[src/hdl/scpr_pkg.sv]
// Shared constants and types of the second-chance page replacement block.
package scpr_pkg;

  localparam int MAX_FRAMES_DEF = 16;
  localparam int PAGE_BITS      = 16;
  localparam int FIU_W          = 5;
  localparam int FIDX_W         = 4;
  localparam int TDATA_W        = 40;
  localparam int TUSER_W        = 2;
  localparam logic [FIU_W-1:0] FIU_RESET = 5'd16;

  typedef struct packed {
    logic rd_en;
    logic wr_en;
  } mem_req_t;

  typedef struct packed {
    logic                 page_fault;
    logic [PAGE_BITS-1:0] fault_page;
    logic                 evicted_valid;
    logic [PAGE_BITS-1:0] evicted_page;
    logic [FIDX_W-1:0]    frame_index;
  } result_t;

endpackage

[src/hdl/scpr_frame_mem.sv]
// Frame page memory: one write port and one registered read port.
module scpr_frame_mem #(
  parameter int MAX_FRAMES = scpr_pkg::MAX_FRAMES_DEF,
  localparam int IDX_W = (MAX_FRAMES > 1) ? $clog2(MAX_FRAMES) : 1
) (
  input  logic                           clk,
  input  scpr_pkg::mem_req_t             req,
  input  logic [IDX_W-1:0]               rd_addr,
  input  logic [IDX_W-1:0]               wr_addr,
  input  logic [scpr_pkg::PAGE_BITS-1:0] wr_data,
  output logic [scpr_pkg::PAGE_BITS-1:0] rd_data
);

  logic [scpr_pkg::PAGE_BITS-1:0] mem [MAX_FRAMES];

  always_ff @(posedge clk) begin
    if (req.wr_en) begin
      mem[wr_addr] <= wr_data;
    end
  end

  always_ff @(posedge clk) begin
    if (req.rd_en) begin
      rd_data <= mem[rd_addr];
    end
  end

endmodule

[src/hdl/scpr_ctrl.sv]
// Sequencer: lookup scan, fill, clock sweep and eviction over the frame memory.
module scpr_ctrl #(
  parameter int MAX_FRAMES = scpr_pkg::MAX_FRAMES_DEF,
  localparam int IDX_W = (MAX_FRAMES > 1) ? $clog2(MAX_FRAMES) : 1
) (
  input  logic                           clk,
  input  logic                           rst,
  input  logic                           cfg_valid,
  input  logic [scpr_pkg::FIU_W-1:0]     cfg_data,
  input  logic                           in_valid,
  output logic                           in_ready,
  input  logic [scpr_pkg::PAGE_BITS-1:0] in_page,
  output scpr_pkg::mem_req_t             mem_req,
  output logic [IDX_W-1:0]               mem_rd_addr,
  output logic [IDX_W-1:0]               mem_wr_addr,
  output logic [scpr_pkg::PAGE_BITS-1:0] mem_wr_data,
  input  logic [scpr_pkg::PAGE_BITS-1:0] mem_rd_data,
  output scpr_pkg::result_t              res,
  output logic                           res_valid,
  input  logic                           res_ready
);
  localparam int CNT_W = $clog2(MAX_FRAMES + 1);

  localparam logic [2:0] ST_IDLE  = 3'd0;
  localparam logic [2:0] ST_SCAN  = 3'd1;
  localparam logic [2:0] ST_MISS  = 3'd2;
  localparam logic [2:0] ST_SWEEP = 3'd3;
  localparam logic [2:0] ST_EVICT = 3'd4;
  localparam logic [2:0] ST_RESP  = 3'd5;

  logic [2:0]                     state, state_next;
  logic [scpr_pkg::FIU_W-1:0]     frames_in_use;
  logic [CNT_W-1:0]               resident_count;
  logic [IDX_W-1:0]               clock_hand;
  logic [MAX_FRAMES-1:0]          ref_bits;
  logic                           cmp_valid;
  logic [scpr_pkg::PAGE_BITS-1:0] page;
  logic [CNT_W-1:0]               issue_idx;
  logic [IDX_W-1:0]               cmp_idx;
  logic [IDX_W-1:0]               sweep_h;
  logic                           res_fault;
  logic                           res_ev_valid;
  logic [scpr_pkg::PAGE_BITS-1:0] res_ev_page;
  logic [IDX_W-1:0]               res_slot;

  logic [CNT_W-1:0] cap;
  logic             issue_ok;
  logic             hit;
  logic             scan_end;
  logic             has_room;
  logic [IDX_W-1:0] sweep_wrap;

  // Effective capacity: zero acts as one, anything above the frame count is clamped.
  always_comb begin
    int unsigned c;
    c = 32'(frames_in_use);
    if (c < 1) c = 1;
    if (c > MAX_FRAMES) c = MAX_FRAMES;
    cap = CNT_W'(c);
  end

  assign issue_ok   = issue_idx < resident_count;
  assign hit        = cmp_valid && (mem_rd_data == page);
  assign scan_end   = cmp_valid && (CNT_W'(cmp_idx) == resident_count - CNT_W'(1));
  assign has_room   = resident_count < cap;
  assign sweep_wrap = (CNT_W'(sweep_h) == cap - CNT_W'(1)) ? '0 : sweep_h + IDX_W'(1);

  assign mem_req.rd_en = ((state == ST_SCAN) && issue_ok) ||
                         ((state == ST_SWEEP) && !ref_bits[sweep_h]);
  assign mem_req.wr_en = ((state == ST_MISS) && has_room) || (state == ST_EVICT);
  assign mem_rd_addr   = (state == ST_SWEEP) ? sweep_h : issue_idx[IDX_W-1:0];
  assign mem_wr_addr   = (state == ST_EVICT) ? sweep_h : resident_count[IDX_W-1:0];
  assign mem_wr_data   = page;

  assign in_ready  = (state == ST_IDLE);
  assign res_valid = (state == ST_RESP);

  assign res.page_fault    = res_fault;
  assign res.fault_page    = page;
  assign res.evicted_valid = res_ev_valid;
  assign res.evicted_page  = res_ev_page;
  assign res.frame_index   = scpr_pkg::FIDX_W'(res_slot);

  always_comb begin
    state_next = state;
    unique case (state)
      ST_IDLE: begin
        if (in_valid) begin
          state_next = (resident_count == '0) ? ST_MISS : ST_SCAN;
        end
      end
      ST_SCAN: begin
        if (hit) begin
          state_next = ST_RESP;
        end else if (scan_end) begin
          state_next = ST_MISS;
        end
      end
      ST_MISS:  state_next = has_room ? ST_RESP : ST_SWEEP;
      ST_SWEEP: state_next = ref_bits[sweep_h] ? ST_SWEEP : ST_EVICT;
      ST_EVICT: state_next = ST_RESP;
      ST_RESP: begin
        if (res_ready) begin
          state_next = ST_IDLE;
        end
      end
      default:  state_next = ST_IDLE;
    endcase
  end

  // Control state.
  always_ff @(posedge clk) begin
    if (rst) begin
      state          <= ST_IDLE;
      frames_in_use  <= scpr_pkg::FIU_RESET;
      resident_count <= '0;
      clock_hand     <= '0;
      ref_bits       <= '0;
      cmp_valid      <= 1'b0;
    end else begin
      state <= state_next;
      if (cfg_valid) begin
        // A new capacity empties every frame.
        frames_in_use  <= cfg_data;
        resident_count <= '0;
        clock_hand     <= '0;
        ref_bits       <= '0;
      end else begin
        unique case (state)
          ST_IDLE: cmp_valid <= 1'b0;
          ST_SCAN: begin
            cmp_valid <= issue_ok;
            if (hit) begin
              ref_bits[cmp_idx] <= 1'b1;
            end
          end
          ST_MISS: begin
            if (has_room) begin
              ref_bits[resident_count[IDX_W-1:0]] <= 1'b0;
              resident_count <= resident_count + CNT_W'(1);
            end
          end
          ST_SWEEP: begin
            // A set bit is cleared and the frame gets a second chance.
            if (ref_bits[sweep_h]) begin
              ref_bits[sweep_h] <= 1'b0;
            end
          end
          ST_EVICT: clock_hand <= sweep_wrap;
          ST_RESP:  cmp_valid <= 1'b0;
          default:  cmp_valid <= 1'b0;
        endcase
      end
    end
  end

  // Payload registers.
  always_ff @(posedge clk) begin
    unique case (state)
      ST_IDLE: begin
        page      <= in_page;
        issue_idx <= '0;
      end
      ST_SCAN: begin
        if (issue_ok) begin
          issue_idx <= issue_idx + CNT_W'(1);
        end
        cmp_idx <= mem_rd_addr;
        if (hit) begin
          res_fault    <= 1'b0;
          res_ev_valid <= 1'b0;
          res_ev_page  <= '0;
          res_slot     <= cmp_idx;
        end
      end
      ST_MISS: begin
        sweep_h      <= clock_hand;
        res_fault    <= 1'b1;
        res_ev_valid <= 1'b0;
        res_ev_page  <= '0;
        res_slot     <= resident_count[IDX_W-1:0];
      end
      ST_SWEEP: begin
        if (ref_bits[sweep_h]) begin
          sweep_h <= sweep_wrap;
        end
      end
      ST_EVICT: begin
        res_ev_valid <= 1'b1;
        res_ev_page  <= mem_rd_data;
        res_slot     <= sweep_h;
      end
      ST_RESP: begin
      end
      default: begin
      end
    endcase
  end

endmodule

[src/hdl/scpr_out_reg.sv]
// Output register that holds one result while the receiver stalls.
module scpr_out_reg (
  input  logic                           clk,
  input  logic                           rst,
  input  logic                           res_valid,
  input  scpr_pkg::result_t              res,
  output logic                           res_ready,
  output logic                           m_tvalid,
  input  logic                           m_tready,
  output logic [scpr_pkg::TDATA_W-1:0]   m_tdata,
  output logic [scpr_pkg::TUSER_W-1:0]   m_tuser
);
  localparam int PAD_W = scpr_pkg::TDATA_W - 2 * scpr_pkg::PAGE_BITS - scpr_pkg::FIDX_W;

  assign res_ready = !m_tvalid || m_tready;

  always_ff @(posedge clk) begin
    if (rst) begin
      m_tvalid <= 1'b0;
    end else if (res_valid && res_ready) begin
      m_tvalid <= 1'b1;
    end else if (m_tready) begin
      m_tvalid <= 1'b0;
    end
  end

  always_ff @(posedge clk) begin
    if (res_valid && res_ready) begin
      m_tdata <= {{PAD_W{1'b0}}, res.frame_index, res.evicted_page, res.fault_page};
      m_tuser <= {res.evicted_valid, res.page_fault};
    end
  end

endmodule

[src/hdl/second_chance_page_replacement_top.sv]
// Second-chance (clock) page replacement block, top level.
// Input stream s_*: one page reference per transaction, s_tdata[15:0] = page_number.
// Output stream m_*: one result per reference. m_tuser = {evicted_valid, page_fault};
// m_tdata = {4'b0, frame_index, evicted_page, fault_page}, highest field first.
// Configuration channel cfg_*: writes frames_in_use (reset 16) and empties all frames.
// The user must write it only while no reference is in flight; the block does not enforce
// this. cfg_ready is always high. One reference is processed at a time. The frame pages
// sit in a memory with one registered read port, so the lookup scan reads one resident
// frame per cycle. A hit ends the scan at the matching frame; a miss scans every
// resident frame first (none when no frame is resident), then fills a free frame or,
// when all are in use, sweeps from the hand, clearing each set reference bit it
// passes, and evicts the first frame whose bit is clear.
// s_tready is high only while the sequencer is idle. A finished result waits in the
// output register, so the next reference is taken while the receiver stalls; the
// sequencer holds its next result until that register drains.
// Reset (rst, synchronous) empties every frame, sets the hand to frame 0 and the
// capacity to 16, and drops m_tvalid. No clearing pass is needed.
module second_chance_page_replacement_top #(
  parameter int MAX_FRAMES = scpr_pkg::MAX_FRAMES_DEF
) (
  input  logic                         clk,
  input  logic                         rst,
  input  logic                         s_tvalid,
  output logic                         s_tready,
  input  logic [scpr_pkg::PAGE_BITS-1:0] s_tdata,  // [15:0] page_number
  output logic                         m_tvalid,
  input  logic                         m_tready,
  output logic [scpr_pkg::TDATA_W-1:0] m_tdata,    // fault_page, evicted_page, frame_index
  output logic [scpr_pkg::TUSER_W-1:0] m_tuser,    // page_fault, evicted_valid
  input  logic                         cfg_valid,
  output logic                         cfg_ready,
  input  logic [scpr_pkg::FIU_W-1:0]   cfg_data    // frames_in_use
);
  localparam int IDX_W = (MAX_FRAMES > 1) ? $clog2(MAX_FRAMES) : 1;

  scpr_pkg::mem_req_t             mem_req;
  logic [IDX_W-1:0]               mem_rd_addr;
  logic [IDX_W-1:0]               mem_wr_addr;
  logic [scpr_pkg::PAGE_BITS-1:0] mem_wr_data;
  logic [scpr_pkg::PAGE_BITS-1:0] mem_rd_data;
  scpr_pkg::result_t              res;
  logic                           res_valid;
  logic                           res_ready;

  assign cfg_ready = 1'b1;

  scpr_frame_mem #(.MAX_FRAMES(MAX_FRAMES)) u_mem (
    .clk     (clk),
    .req     (mem_req),
    .rd_addr (mem_rd_addr),
    .wr_addr (mem_wr_addr),
    .wr_data (mem_wr_data),
    .rd_data (mem_rd_data)
  );

  scpr_ctrl #(.MAX_FRAMES(MAX_FRAMES)) u_ctrl (
    .clk         (clk),
    .rst         (rst),
    .cfg_valid   (cfg_valid),
    .cfg_data    (cfg_data),
    .in_valid    (s_tvalid),
    .in_ready    (s_tready),
    .in_page     (s_tdata),
    .mem_req     (mem_req),
    .mem_rd_addr (mem_rd_addr),
    .mem_wr_addr (mem_wr_addr),
    .mem_wr_data (mem_wr_data),
    .mem_rd_data (mem_rd_data),
    .res         (res),
    .res_valid   (res_valid),
    .res_ready   (res_ready)
  );

  scpr_out_reg u_out (
    .clk       (clk),
    .rst       (rst),
    .res_valid (res_valid),
    .res       (res),
    .res_ready (res_ready),
    .m_tvalid  (m_tvalid),
    .m_tready  (m_tready),
    .m_tdata   (m_tdata),
    .m_tuser   (m_tuser)
  );

endmodule

[config.mk]
export PLATFORM = sky130hd
export DESIGN_NAME = second_chance_page_replacement_top
export DESIGN_NICKNAME = d
export VERILOG_FILES = /design/src/hdl/scpr_pkg.sv /design/src/hdl/scpr_frame_mem.sv /design/src/hdl/scpr_ctrl.sv /design/src/hdl/scpr_out_reg.sv /design/src/hdl/second_chance_page_replacement_top.sv
export SDC_FILE = /design/constraint.sdc
export NUM_CORES = 1
export LEC_CHECK = 0
export BUFFER_PORTS_ARGS = -buffer_cell sky130_fd_sc_hd__buf_2
export CORE_ASPECT_RATIO = 0.75
export CORE_MARGIN = 1
export CORE_UTILIZATION = 35
export CTS_CLUSTER_SIZE = 14
export DETAILED_ROUTE_END_ITERATION = 8
export PLACE_DENSITY = 0.49
export SLEW_MARGIN = 40
export SYNTH_ARGS = -nofsm -noshare
export SYNTH_HDL_FRONTEND = slang
export SYNTH_HIERARCHICAL = 1
export SYNTH_SLANG_ARGS = --single-unit
[constraint.sdc]
create_clock -name clk -period 7.8 [get_ports clk]
set_input_delay 0.78 -clock clk [delete_from_list [all_inputs] [get_ports clk]]
set_output_delay 0.78 -clock clk [all_outputs]
set_load 0.02 [all_outputs]
======== After elaboration in Yosys (flattened, before gate mapping) ========
Memory sizes are Yosys's and may differ from the RTL's. A register that Yosys moved wholly into a read port is not among the register bits.
Cells that the tools add are included.
storage, ports and cells
  register bits ........................... 124
  memory bits (writable) .................. 256
  output and inout bits ................... 45
  logic and storage cells ................. 128
  memories ................................ 1
memories
  memory     depth  width  read ports  clocked after Yosys merged registers in  write ports  line                  text
  u_mem.mem  16     16     1           1                                        1            scpr_frame_mem.sv:14  logic [scpr_pkg::PAGE_BITS-1:0] mem [MAX_FRAMES];
cells by class
  add/subtract/negate cells ............... 5
  $lt $le $gt $ge ......................... 10
  equal/unequal tests ..................... 15
  muxes and demuxes ....................... 41
  bitwise logic cells ..................... 7
  reductions and logical operators ........ 32
operator list
  kind                                                                number
  one-hot mux 16 bit (3 select lines)                                 2
  2-to-1 mux 16 bit                                                   4
  bitwise AND 16 bit                                                  2
  NOT 16 bit                                                          2
  2-to-1 mux 4 bit                                                    5
  2-to-1 mux 3 bit                                                    6
  one-hot mux 3 bit (6 select lines)                                  1
  equality test 16 bit                                                1
  bitwise OR 16 bit                                                   1
  < comparator 4 x 5 -> 1 bit (second input constant)                 3
  2-to-1 mux 5 bit                                                    3
  demux 1 bit (select 4 bit)                                          3
  greater-or-equal comparator 4 x 1 -> 1 bit (second input constant)  3
  one-hot mux 4 bit (3 select lines)                                  1
  AND reduction 2 bit                                                 6
  adder 5 x 1 -> 5 bit (second input constant)                        2
  equality test 4 x 5 -> 1 bit                                        2
  < comparator 5 bit                                                  2
  one-hot mux 5 bit (2 select lines)                                  1
  subtractor 5 x 1 -> 5 bit (second input constant)                   2
  logical AND 1 bit                                                   9
  2-to-1 mux 1 bit                                                    9
  one-hot mux 4 bit (2 select lines)                                  1
  nonzero test 2 bit                                                  4
  23 further kinds                                                    35

======== Depth between registers and ports, before layout ========
  word-level depth ........................ 9
  gate-level depth with buffers ........... 11
  depth with buffers taken out ............ 10

======== Cells and area by module ========
Netlist, hierarchy kept.
modules (own cells, without submodules)
  module                              times used  cells an instance  area an instance (sq um)  seq. area each (sq um)
  scpr_frame_mem                      1           432                10,202.3                  8,167.8
  scpr_ctrl                           1           488                4,854.7                   2,212.1
  scpr_out_reg                        1           48                 1,229.9                   1,161.1
  second_chance_page_replacement_top  1           2                  11.3                      0.0

======== Worst setup path after synthesis ========
OpenSTA, ideal clock, no wires.
  path type ............................... register to register
  start ................................... register u_ctrl/frames_in_use[4] (netlist bit)
  end ..................................... memory u_mem/mem[0][0] (netlist bit) (enable)
  setup time .............................. 0.409 ns
  arrival time ............................ 3.690 ns
  required time ........................... 7.391 ns
  path slack .............................. 3.701 ns
  stages on the path, launching flop included .. 11
  path buffers ............................ 0
  period minus slack after synthesis ...... 4.099 ns
  cell sequence ........................... dfxtp_1 > clkinv_1 > nand2_1 > ha_1 > a21oi_1 > nor2_1 > a2111oi_1 > a21oi_1 > inv_1 > or3b_2 > nor3_1
RTL lines
  element                   line                  text
  start: declaration        scpr_ctrl.sv:32       logic [scpr_pkg::FIU_W-1:0] frames_in_use;
  start signal: assignment  scpr_ctrl.sv:115      frames_in_use <= scpr_pkg::FIU_RESET;
  start signal: assignment  scpr_ctrl.sv:124      frames_in_use <= cfg_data;
  end: declaration          scpr_frame_mem.sv:14

======== Final worst setup path ========
  start ................................... register u_ctrl.state[2]
  end ..................................... register u_mem/rd_data[13] (netlist bit), read port of u_mem.mem (data pin)
between the ends
  elaborated cells on any way between the ends .. 6
  those cells by class .................... eq/ne (2); mux (1); reduce/logical (3)
RTL lines
  element                       line                                      text
  start: declaration            scpr_ctrl.sv:31                           logic [2:0] state, state_next;
  start signal: assignment      scpr_ctrl.sv:121                          state <= state_next;
  equality test 3 x 2 -> 1 bit  scpr_ctrl.sv:71                           assign mem_rd_addr = (state == ST_SWEEP) ? sweep_h : issue_idx[IDX_W-1:0];
  2-to-1 mux 4 bit              scpr_ctrl.sv:71
  via mem_rd_addr[0]            second_chance_page_replacement_top.sv:37  logic [IDX_W-1:0] mem_rd_addr;
  end: declaration              scpr_frame_mem.sv:11                      output logic [scpr_pkg::PAGE_BITS-1:0] rd_data
The timed path passes the listed nets, and every way through them passes these cells.
A chain may end at the register's enable or synchronous reset.

==> load_flow_metrics.sql <==
INSERT INTO impl_metrics (metric_group, metric, value, unit) VALUES
('cells_and_area', 'final_net_count', '1092', ''),
('critical_path', 'cp-end-kind', 'flip-flop', ''),
('die', 'dieHeight', '189', 'um'),
('routing', 'dr.first_iter.drc_count', '753', ''),
('routing', 'route.detailed.drc', '0', ''),
('worst_hold_path', 'hold_path_class', 'input port to flip-flop', ''),
('routing', 'route.met3.wl', '3140', 'um'),
('clock_network', 'htree_levels', '2', ''),
('clock_network', 'clkSinkCount', '396', ''),
('grt', 'grt_overflow_total', '0', ''),
('synthesis', 'synth.top_cell.area_share', '66.5', '%'),
('clock_network', 'clk-insertion-delay-late', '0.57', 'ns'),
('clock_network', 'cts-root-to-sink-buffers', '3', ''),
('routing', 'highest_layer', 'met4', ''),
('clock_network', 'post_cts_resized', '0', ''),
('sta', 'timing.final.crit_share', '54.5', '%'),
('critical_path', 'critical_path.cell_chain', 'nor2b_1, nand2_2, o21ai_4, buf_4, buf_4, mux4_2, a22oi_1, nand2_1', ''),
('grt', 'first_global_vias', '8725', ''),
('synthesis', 'synth.most_common_cell', 'edfxtp_1', ''),
('clock_network', 'post-cts-setup-buffers', '0', ''),
('cells_and_area', 'layout-area-overhead-vs-synth', '14.4', '%'),
('clock_network', 'cts_inserted_buffers', '42', ''),
('synthesis', 'synthCells', '970', ''),
('critical_path', 'timing_worst_setup_path_type', 'flip-flop to flip-flop', ''),
('cells_and_area', 'post_route_cells_drive_above_1_share', '23.1', '%'),
('sta', 'setup-violations-final', '0', ''),
('critical_path', 'critical_path_depth', '8', ''),
('clock_network', 'tritoncts', 'built', ''),
('clock_network', 'clk_pin_slew_worst_paths', '0.06', 'ns'),
('die', 'num_rows', '68', ''),
('die', 'number_of_ports_placed_on_the_die_boundary', '71', ''),
('sta', 'layout_min_cycle_time', '4.25', 'ns'),
('place', 'placed_cells', '1599', ''),
('power', 'p_leak', '6.26', 'nW'),
('routing', 'via_count', '8761', ''),
('critical_path', 'regToRegSetupSlack', '3.55', 'ns'),
('critical_path', 'rr_startpoint', 'u_ctrl/state[2]', ''),
('sta', 'max_transition_margin', '45.6', '%'),
('critical_path', 'worst-endpoint-required', '8.11', 'ns'),
('sta', 'finClkSkew', '0.0212', 'ns'),
('die', 'initial_core_util', '35.5', '%'),
('place', 'numPortBuffers', '65', ''),
('die', 'fp.dieArea', '47400', 'um^2'),
('routing', 'met2_wirelength', '16900', 'um'),
('synthesis', 'synth.avg_cell_area', '16.8', 'um^2'),
('critical_path', 'critPathMaxFanout', '28', ''),
('critical_path', 'worstPathArrival', '4.56', 'ns'),
('place', 'detailedPlacementHpwl', '25100', 'um'),
('sta', 'maxClockFrequency', '0.235', 'GHz'),
('critical_path', 'timing.rr.end', 'u_mem/rd_data[13]', ''),
('routing', 'vias_per_cell', '5.22', ''),
('job', 'maxCapViolCount', '0', ''),
('synthesis', 'synth-seq-cells', '396', ''),
('sta', 'final-hold-violation-count', '0', ''),
('grt', 'track_usage', '17.2', '%'),
('critical_path', 'critPathMaxStageDelay', '0.72', 'ns'),
('sta', 'hold_ws', '0.388', 'ns'),
('sta', 'tightest_pin_transition', '0.816', 'ns'),
('synthesis', 'synth_warnings', '6', ''),
('power', 'p_per_area', '347', 'nW/um^2'),
('routing', 'wirelength', '40200', 'um'),
('grt', 'antenna_found_initial', '2', ''),
('cells_and_area', 'cell_count_final_fillers_out', '1678', ''),
('place', 'place.gp.congestion', '0.859', ''),
('critical_path', 'crit_family', 'buffers and inverters', ''),
('routing', 'residual_antenna_violating_net_count_after_detailed_routing', '0', ''),
('sta', 'fin_setup_tns', '0', 'ns'),
('critical_path', 'timing.critical_path.mode_cell', 'buf_4', ''),
('run_status', 'status', 'complete, no violations', ''),
('synthesis', 'yosys-top-cells-count', '361 x edfxtp_1, 71 x nand2_1, 55 x mux4_2', ''),
('sta', 'timing.final.max_slew_violations', '0', '');
-- metrics by stage --
step | area [um^2] | utilization, %
2_1_floorplan | 16300 | -
3_3_place_gp | 17300 | 37.6
3_5_place_dp | 17300 | 37.7
4_1_cts | 18600 | 40.6
5_1_grt | 18600 | 40.6
6_report | 18600 | 40.6
-- per-layer routing --
metal,track usage (%),up-vias
li1,-,3976
met1,25.8,4446
met2,24.2,292
met3,5.31,47
met4,3.75,0
met5,0,-
-- worst min path at each step --
| stage | end | cells past startpoint | slack, ns |
|---|---|---|---|
| global placement | u_out/m_tdata[19] | 0 | 0.40 |
| CTS | u_ctrl/mem_wr_data[6] | 1 | 0.36 |
| global route | u_ctrl/mem_wr_data[8] | 1 | 0.35 |
| floorplan | u_out/m_tdata[16] | 0 | 0.40 |
| detailed placement | u_out/m_tdata[23] | 0 | 0.40 |
| finish | u_ctrl/mem_wr_data[6] | 1 | 0.39 |
-- report_power, final --
group	switching [mW]	total, mW	internal [mW]
combinational	1.04	1.62	0.585
sequential	0.144	2.94	2.80
clock	0.834	1.92	1.08
-- placed cells by master, fill, tap and decap left out, types with 16 or more instances in the layout --
master       n
inv_1       16
nand2_1     69
xor2_1      20
buf_2       65
mux4_2      55
edfxtp_1   361
and3_1      25
nor2_1      40
dfxtp_1     35
buf_4       37
or4_1       16
a22oi_1     39
ha_1        18
nand3_1     22
clkbuf_16   43
-- state kept, by name, indices dropped and copies added, names as in the netlist, 3 cells and up --
signal                 flops
u_ctrl/ref_bits           16
u_ctrl/clock_hand          4
u_ctrl/cmp_idx             4
u_ctrl/issue_idx           5
u_out/m_tdata             36
u_mem/mem                256
u_ctrl/sweep_h             4
u_ctrl/frames_in_use       5
u_mem/rd_data             16
u_ctrl/mem_wr_data        16
u_ctrl/state               3
u_ctrl/res_slot            4
u_ctrl/res_ev_page        16
u_ctrl/resident_count      5
-- final cells by class --
type	instances	area, um^2	share of cell area [%]
multi-input combinational	486	4350	23.3
clock inverter	27	219	1.17
antenna	3	7.51	0.0403
inverter	19	71.3	0.382
sequential	396	11500	61.9
timing repair buffer	103	614	3.29
tap	595	744	3.99
clock buffer	49	1100	5.89
-- kinds of logic (layout without fill, tap and decap cells) --
kind of cell,Yosys count,after routing,synth area share (%)
AO/OA/AOI/OAI,112,112,5.14
XOR/XNOR,32,32,1.72
adder cells (fa/ha/maj),18,18,1.38
buffers and inverters,91,198,3.10
flip-flops,396,396,70.8
multiplexers,81,81,10.2
other,2,8,0.0461
AND/OR/NAND/NOR,238,238,7.58
-- worst register-to-register path, stage by stage, from the launching register on --
cell and delay, ns:
dfxtp_1 0.53, nor2b_1 0.35, nand2_2 0.35, o21ai_4 0.72, buf_4 0.56, buf_4 0.58, mux4_2 0.58, a22oi_1 0.24
nand2_1 0.10
Power figures use the tool's default switching activity.
